==> config.mk <==
export PLATFORM = sky130hd
export DESIGN_NAME = telemetry_response_deframer
export DESIGN_NICKNAME = d
export VERILOG_FILES = /design/src/rtl/trd_pkg.sv /design/src/rtl/telemetry_response_deframer.sv
export VERILOG_INCLUDE_DIRS = /design/src /design/src/rtl
export SDC_FILE = /design/constraint.sdc
export NUM_CORES = 1
export LEC_CHECK = 0
export BUFFER_PORTS_ARGS = -buffer_cell sky130_fd_sc_hd__buf_2
export CORE_MARGIN = 3
export CORE_UTILIZATION = 56
export CTS_BUF_LIST = sky130_fd_sc_hd__clkbuf_16
export CTS_CLUSTER_DIAMETER = 30
export DETAILED_ROUTE_END_ITERATION = 6
export GPL_ROUTABILITY_DRIVEN = 0
export HOLD_SLACK_MARGIN = 0.1
export PLACE_DENSITY = 0.85
export SLEW_MARGIN = 25
export SYNTH_ARGS = -nofsm -noshare
export SYNTH_HDL_FRONTEND = slang
export SYNTH_SLANG_ARGS = --single-unit
==> constraint.sdc <==
create_clock -name clk -period 5 [get_ports clk]
set_input_delay 0.75 -clock clk [delete_from_list [all_inputs] [get_ports clk]]
set_output_delay 0.75 -clock clk [all_outputs]
set_load 0.02 [all_outputs]
==> src/rtl/telemetry_response_deframer_assert.svh <==
// Assertion macros for the telemetry response deframer.
`ifndef TELEMETRY_RESPONSE_DEFRAMER_ASSERT_SVH
`define TELEMETRY_RESPONSE_DEFRAMER_ASSERT_SVH

// Same-cycle implication, disabled during reset.
`define TRD_ASSERT_NOW(label, clk, rst, ante, cons, msg) \
  label: assert property (@(posedge clk) disable iff (rst) (ante) |-> (cons)) \
    else $error(msg);

// Next-cycle implication, disabled during reset.
`define TRD_ASSERT_NEXT(label, clk, rst, ante, cons, msg) \
  label: assert property (@(posedge clk) disable iff (rst) (ante) |=> (cons)) \
    else $error(msg);

`endif

==> src/rtl/trd_pkg.sv <==
// Package: types and constants of the telemetry response deframer.
package trd_pkg;

  localparam int unsigned TimeoutWidth = 16;
  localparam logic [TimeoutWidth-1:0] TimeoutReset = 16'd200;

  typedef enum logic [1:0] {
    KIND_BYTE = 2'd0,
    KIND_TICK = 2'd1,
    KIND_POLL = 2'd2
  } kind_t;

  typedef enum logic [1:0] {
    ST_DECODED  = 2'd0,
    ST_TIMEOUT  = 2'd1,
    ST_UNKNOWN  = 2'd2
  } status_t;

  localparam logic [7:0] CmdPower = 8'd1;
  localparam logic [7:0] CmdMotor = 8'd2;
  localparam logic [7:0] CmdGps   = 8'd3;
  localparam logic [7:0] CmdNone  = 8'd0;

  typedef enum logic [1:0] {
    PH_CMD,
    PH_LEN_HI,
    PH_LEN_LO,
    PH_PAYLOAD
  } phase_t;

endpackage

==> src/rtl/telemetry_response_deframer.sv <==
// Top level: telemetry response packet deframer with header timeout.
//
//  channel | handshake          | payload
//  --------+--------------------+-------------------------------------------
//  in      | in_valid/in_ready  | kind, rx_byte
//  out     | out_valid/out_ready| status, command, voltage..gps_time_word
//  cfg     | cfg_wr_en          | cfg_wr_data (timeout_ticks)
//
// One beat per cycle while no result waits downstream: an input register feeds a
// single decode step that writes the state and the result register.
// While a result waits downstream the input register takes one more beat,
// then in_ready drops.
// A stalled result holds the decode step; field ports change only on a step.
// Reset is synchronous; no clearing pass is needed.
`include "telemetry_response_deframer_assert.svh"

module telemetry_response_deframer
  import trd_pkg::*;
(
  input  logic                    clk,
  input  logic                    rst,
  input  logic                    cfg_wr_en,
  input  logic [TimeoutWidth-1:0] cfg_wr_data,
  input  logic                    in_valid,
  output logic                    in_ready,
  input  logic [1:0]              kind,
  input  logic [7:0]              rx_byte,
  output logic                    out_valid,
  input  logic                    out_ready,
  output logic [1:0]              status,
  output logic [7:0]              command,
  output logic [7:0]              voltage_one,
  output logic [7:0]              voltage_two,
  output logic [7:0]              current_level,
  output logic [15:0]             rpm_value,
  output logic [15:0]             temperature_value,
  output logic [63:0]             latitude_bits,
  output logic [63:0]             longitude_bits,
  output logic [63:0]             speed_bits,
  output logic [31:0]             gps_date_word,
  output logic [31:0]             gps_time_word
);

  logic [TimeoutWidth-1:0] timeout_ticks;

  logic       hold_valid;
  logic [1:0] hold_kind;
  logic [7:0] hold_byte;

  phase_t                  phase, phase_next;
  logic                    armed, armed_next;
  logic [TimeoutWidth-1:0] tick_count, tick_next;
  logic [7:0]              cmd_reg, cmd_next;
  logic [15:0]             payload_length, len_next;
  logic [15:0]             byte_index, index_next;
  logic [63:0]             assembly_reg, assembly_next;

  logic       emit;
  logic [1:0] status_next;
  logic [7:0] command_next;

  logic [7:0]  voltage_one_next, voltage_two_next, current_level_next;
  logic [15:0] rpm_next, temperature_next;
  logic [63:0] latitude_next, longitude_next, speed_next;
  logic [31:0] date_next, time_next;

  logic                    fire;
  logic                    is_byte;
  logic                    timeout_hit;
  logic [TimeoutWidth-1:0] tick_inc;
  logic [15:0]             index_inc;
  logic                    known_cmd;
  logic [2:0]              gps_k;
  logic                    gps_last;
  logic [63:0]             gps_base;
  logic [63:0]             gps_word;

  assign fire     = hold_valid && (!out_valid || out_ready);
  assign in_ready = !hold_valid || fire;
  assign is_byte  = (hold_kind == KIND_BYTE);

  assign tick_inc    = (tick_count == '1) ? tick_count : tick_count + 1'b1;
  assign timeout_hit = (hold_kind == KIND_TICK) && armed && (tick_inc >= timeout_ticks);
  assign index_inc   = byte_index + 16'd1;
  assign known_cmd   = (cmd_reg == CmdPower) || (cmd_reg == CmdMotor) || (cmd_reg == CmdGps);

  assign gps_k    = (byte_index < 16'd24) ? byte_index[2:0] : {1'b0, byte_index[1:0]};
  assign gps_last = (byte_index < 16'd24) ? (byte_index[2:0] == 3'd7)
                                          : (byte_index[1:0] == 2'd3);
  assign gps_base = (gps_k == 3'd0) ? 64'd0 : assembly_reg;
  assign gps_word = gps_base | ({56'd0, hold_byte} << {gps_k, 3'b000});

  // Control: phase, timer, header and result.
  always_comb begin
    phase_next   = phase;
    armed_next   = armed;
    tick_next    = tick_count;
    cmd_next     = cmd_reg;
    len_next     = payload_length;
    index_next   = byte_index;
    emit         = 1'b0;
    status_next  = ST_DECODED;
    command_next = cmd_reg;
    case (hold_kind)
      KIND_POLL: begin
        armed_next = 1'b1;
        tick_next  = '0;
      end
      KIND_TICK: begin
        if (armed) begin
          tick_next = tick_inc;
          if (timeout_hit) begin
            armed_next   = 1'b0;
            tick_next    = '0;
            phase_next   = PH_CMD;
            index_next   = '0;
            emit         = 1'b1;
            status_next  = ST_TIMEOUT;
            command_next = CmdNone;
          end
        end
      end
      KIND_BYTE: begin
        case (phase)
          PH_CMD: begin
            cmd_next   = hold_byte;
            phase_next = PH_LEN_HI;
          end
          PH_LEN_HI: begin
            len_next   = {hold_byte, 8'd0};
            phase_next = PH_LEN_LO;
          end
          PH_LEN_LO: begin
            len_next   = {payload_length[15:8], hold_byte};
            armed_next = 1'b0;
            tick_next  = '0;
            index_next = '0;
            if ({payload_length[15:8], hold_byte} == 16'd0) begin
              phase_next  = PH_CMD;
              emit        = 1'b1;
              status_next = known_cmd ? ST_DECODED : ST_UNKNOWN;
            end else begin
              phase_next = PH_PAYLOAD;
            end
          end
          PH_PAYLOAD: begin
            index_next = index_inc;
            if (index_inc >= payload_length) begin
              phase_next  = PH_CMD;
              index_next  = '0;
              emit        = 1'b1;
              status_next = known_cmd ? ST_DECODED : ST_UNKNOWN;
            end
          end
          default: begin
            phase_next = PH_CMD;
          end
        endcase
      end
      default: begin
        emit = 1'b0;
      end
    endcase
  end

  // Datapath: field assembly.
  always_comb begin
    assembly_next      = assembly_reg;
    voltage_one_next   = voltage_one;
    voltage_two_next   = voltage_two;
    current_level_next = current_level;
    rpm_next           = rpm_value;
    temperature_next   = temperature_value;
    latitude_next      = latitude_bits;
    longitude_next     = longitude_bits;
    speed_next         = speed_bits;
    date_next          = gps_date_word;
    time_next          = gps_time_word;
    if (is_byte && phase == PH_PAYLOAD) begin
      case (cmd_reg)
        CmdPower: begin
          if (byte_index == 16'd0) voltage_one_next = hold_byte;
          if (byte_index == 16'd1) voltage_two_next = hold_byte;
          if (byte_index == 16'd2) current_level_next = hold_byte;
        end
        CmdMotor: begin
          if (byte_index < 16'd4) begin
            assembly_next = {48'd0, assembly_reg[7:0], hold_byte};
            if (byte_index == 16'd1) rpm_next = {assembly_reg[7:0], hold_byte};
            if (byte_index == 16'd3) temperature_next = {assembly_reg[7:0], hold_byte};
          end
        end
        CmdGps: begin
          if (byte_index < 16'd32) begin
            assembly_next = gps_word;
            if (gps_last) begin
              case (byte_index[4:3])
                2'd0:    latitude_next = gps_word;
                2'd1:    longitude_next = gps_word;
                2'd2:    speed_next = gps_word;
                default: begin
                  if (byte_index[2]) time_next = gps_word[31:0];
                  else date_next = gps_word[31:0];
                end
              endcase
            end
          end
        end
        default: begin
          assembly_next = assembly_reg;
        end
      endcase
    end
    // clear on header end, packet end and timeout
    if ((is_byte && (phase == PH_LEN_LO || phase_next == PH_CMD) && phase != PH_CMD)
        || timeout_hit) begin
      assembly_next = '0;
    end
  end

  always_ff @(posedge clk) begin
    if (rst) begin
      timeout_ticks <= TimeoutReset;
    end else if (cfg_wr_en) begin
      timeout_ticks <= cfg_wr_data;
    end
  end

  always_ff @(posedge clk) begin
    if (rst) begin
      hold_valid <= 1'b0;
    end else if (in_ready) begin
      hold_valid <= in_valid;
    end
  end

  always_ff @(posedge clk) begin
    if (in_valid && in_ready) begin
      hold_kind <= kind;
      hold_byte <= rx_byte;
    end
  end

  always_ff @(posedge clk) begin
    if (rst) begin
      phase             <= PH_CMD;
      armed             <= 1'b0;
      tick_count        <= '0;
      cmd_reg           <= '0;
      payload_length    <= '0;
      byte_index        <= '0;
      assembly_reg      <= '0;
      voltage_one       <= '0;
      voltage_two       <= '0;
      current_level     <= '0;
      rpm_value         <= '0;
      temperature_value <= '0;
      latitude_bits     <= '0;
      longitude_bits    <= '0;
      speed_bits        <= '0;
      gps_date_word     <= '0;
      gps_time_word     <= '0;
    end else if (fire) begin
      phase             <= phase_next;
      armed             <= armed_next;
      tick_count        <= tick_next;
      cmd_reg           <= cmd_next;
      payload_length    <= len_next;
      byte_index        <= index_next;
      assembly_reg      <= assembly_next;
      voltage_one       <= voltage_one_next;
      voltage_two       <= voltage_two_next;
      current_level     <= current_level_next;
      rpm_value         <= rpm_next;
      temperature_value <= temperature_next;
      latitude_bits     <= latitude_next;
      longitude_bits    <= longitude_next;
      speed_bits        <= speed_next;
      gps_date_word     <= date_next;
      gps_time_word     <= time_next;
    end
  end

  always_ff @(posedge clk) begin
    if (rst) begin
      out_valid <= 1'b0;
    end else if (fire && emit) begin
      out_valid <= 1'b1;
    end else if (out_ready) begin
      out_valid <= 1'b0;
    end
  end

  always_ff @(posedge clk) begin
    if (fire && emit) begin
      status  <= status_next;
      command <= command_next;
    end
  end

  `TRD_ASSERT_NOW(a_timeout_cmd, clk, rst,
                  out_valid && status == ST_TIMEOUT, command == CmdNone,
                  "timeout result carries a command")
  `TRD_ASSERT_NEXT(a_emit_valid, clk, rst, fire && emit, out_valid,
                   "result lost after decode step")
  `TRD_ASSERT_NEXT(a_timeout_clear, clk, rst, fire && timeout_hit,
                   phase == PH_CMD && !armed && tick_count == '0,
                   "timeout left packet or timer state")
  `TRD_ASSERT_NOW(a_index_range, clk, rst, phase == PH_PAYLOAD, byte_index < payload_length,
                  "payload index past length")

endmodule

==> metrics.txt <==
status=finished, violations left; failing checks=DRC; Inserted Diodes=0; Clock Tree Buf Depth=3; Setup crit end kind=flop; cts bufs inserted=88; Clock Power Share=0.591; critical path type=reg -> reg; IO Pins=355; Max-slew headroom=0.316; Final TNS setup=0 ns; Total Wirelength=63500 um; syn avg cell area=8.12 um^2; post-synthesis sequential area ratio=0.492; Initial DRC Count=1960; Fin. Hold Viols=0; Post-synth EDFFs=20; Layout Area Growth over Synthesis=24.9%; Fillers=roughly 2.6k; vias in the first global route=18.6k; Peak supply drop=between 0.0002 and 0.0003 V; Clock transition at path regs=0.05 ns; RSZ-0062 raised after global routing=no; maxcap violations=0; Synth area leaders=dfxtp_1 (46%), nand2_1 (13%), a21oi_1 (9.9%), mux2i_1 (3.5%), edfxtp_1 (3.1%); chip height=roughly 190 um; top cell type's share of synthesized area=0.461; Yosys warnings=0; synthesized instance count=2422; first-pass GRT wire length=99900 um; Comb power frac=0.023; Switch Pwr=2.24 mW; PD cells=403 nW/um^2; Port Buf Inserts=354; core area=34500 um^2; hold crit path type=in -> reg; Skew-Pair Late Insertion Delay=0.60 ns; per-cell routed wire length=19.5 um; largest net degree at the start of global routing=130; maximum fanout along the worst path=34; row count=68; clk_skew=0.0292 ns; min cycle time layout=4.67 ns; CTS sink cnt=473; sequential share of power=0.387; Post-synth top flop=dfxtp_1; GR Util All Layers=0.323; Hold Path Cell Cnt=1; detailed placer's ending HPWL=slightly below 40000 um; Critical Path RT=5.51 ns; layout cells sized above 1=0.208; switch share=0.226; Netlist Area Pre-Place=19700 um^2; vias per cell=5.98; syn nets=2496; #FFs+latches synth=473; most frequent cells after synthesis=nand2_1 (676), dfxtp_1 (453), a21oi_1 (388), clkbuf_1 (130), nor2_1 (126); Yosys top cell by area=dfxtp_1; Final setup viols=0; GRT overflow=0; CTS tree=built; Residual DRC=4; CP arrival=slightly above 5 ns; Via Count=between 15k and 20k; drt first pass iters=7; Slew @ Worst Pin=1.02 ns; final net count=roughly 2.8k; R2R cell count=16; Final WS setup=between 0.3 and 0.4 ns; Int Pwr=7.67 mW; Final Cycle Share=0.935; most frequent cell after synthesis=nand2_1; synth unique cells=67; async set-reset flop share out of synthesis=0; post-CTS resize count=0; post-placement worst setup slack=0.371 ns; P_leak=10.1 nW; H-tree levels=3; antenna-violating nets left=0; die area=between 30000 and 40000 um^2; Max Clk Rate=0.214 GHz; Final Max Slew Viols=0; die width=between 150 and 200 um; initial antenna violation count=2; Critical Path Start Type=flop; Initial Utilization=0.569; root buffer cell=clkbuf_16
[cell usage in the layout (no fill, tap or decap), types with 12 or more instances in the layout]
| master | instances |
|---|---|
| a21oi_1 | 388 |
| a22o_1 | 48 |
| a311oi_1 | 14 |
| buf_2 | 353 |
| buf_4 | 35 |
| clkbuf_16 | 91 |
| clkinv_1 | 14 |
| clkinv_2 | 15 |
| dfxtp_1 | 453 |
| edfxtp_1 | 20 |
| ha_1 | 43 |
| inv_1 | 49 |
| mux2i_1 | 69 |
| nand2_1 | 675 |
| nand3_1 | 107 |
| nand4_1 | 21 |
| nor2_1 | 121 |
| nor3_1 | 39 |
| o21ai_0 | 22 |
| xnor2_1 | 12 |
[kinds of logic after synthesis]
logic type | after synthesis | share of synthesized area
multiplexers | 73 | 0.0374
buffers and inverters | 229 | 0.0498
adder cells (fa/ha/maj) | 43 | 0.0274
AND/OR/NAND/NOR | 1048 | 0.226
XOR/XNOR | 23 | 0.0102
flip-flops | 473 | 0.492
AO/OA/AOI/OAI | 533 | 0.158
[final timing paths]
path	startpoint	end	slack, ns
setup / recovery	tick_count[3]	assembly_reg[32]	0.33
hold / removal	kind[1]	hold_kind[1]	0.33
setup reg to reg	tick_count[3]	assembly_reg[32]	0.33
hold reg to reg	speed_bits[23]	speed_bits[23]	0.44
[layout make-up]
type	instances	area (um^2)	share of cell area
Clock buffer	91	2280	0.0927
Clock inverter	72	704	0.0287
Inverter	45	169	0.00688
Multi-Input combinational cell	1720	9070	0.369
Sequential cell	473	9670	0.394
Tap cell	455	569	0.0232
Timing Repair Buffer	392	2110	0.0860
[stage by stage]
stage	power, mW	utilization	cell area, um^2	cells	hold WS [ns]
after floorplan	4.04	-	19700	2422	0.432
after global placement	4.12	0.623	21500	3081	0.434
after detailed placement	4.12	0.623	21500	3081	0.440
after CTS	9.95	0.710	24500	3244	0.305
after global routing	10.2	0.711	24600	3248	0.311
final	9.91	0.711	24600	3248	0.328
[layer usage]
metal / GRT usage / vias up / part of all wire
met5: 0 / - / 0.00050
met4: 0.167 / 4 / 0.046
met3: 0.0782 / 236 / 0.10
met2: 0.516 / 1222 / 0.46
met1: 0.410 / 9118 / 0.39
li1: - / 8839 / -
[power by group through the flow]
stage / combinational, mW / clock [mW] / sequential [mW]
finish: 0.224 / 5.86 / 3.83
detailed placement: 0.215 / 0 / 3.91
global route: 0.237 / 6.09 / 3.83
floorplan: 0.139 / 0 / 3.90
global placement: 0.210 / 0 / 3.91
CTS: 0.218 / 5.90 / 3.83
[worst max-delay path, stage by stage (launching register included)]
cell	delay, ns
dfxtp_1	0.44
and4_1	0.29
nand4_1	0.33
o31ai_2	0.45
buf_4	0.21
nor2_1	0.07
xor2_1	0.15
ha_1	0.31
a211oi_1	0.26
o21ai_0	0.12
a31o_2	0.25
a32o_2	0.29
a221oi_4	0.32
buf_4	0.37
buf_4	0.40
nand3_1	0.15
mux2i_1	0.18
[timing repair]
action,in CTS,in global routing
buffers inserted,0,3
setup endpoints to repair,0,67
hold buffers,0,0
(Power assumes the default switching activity.)
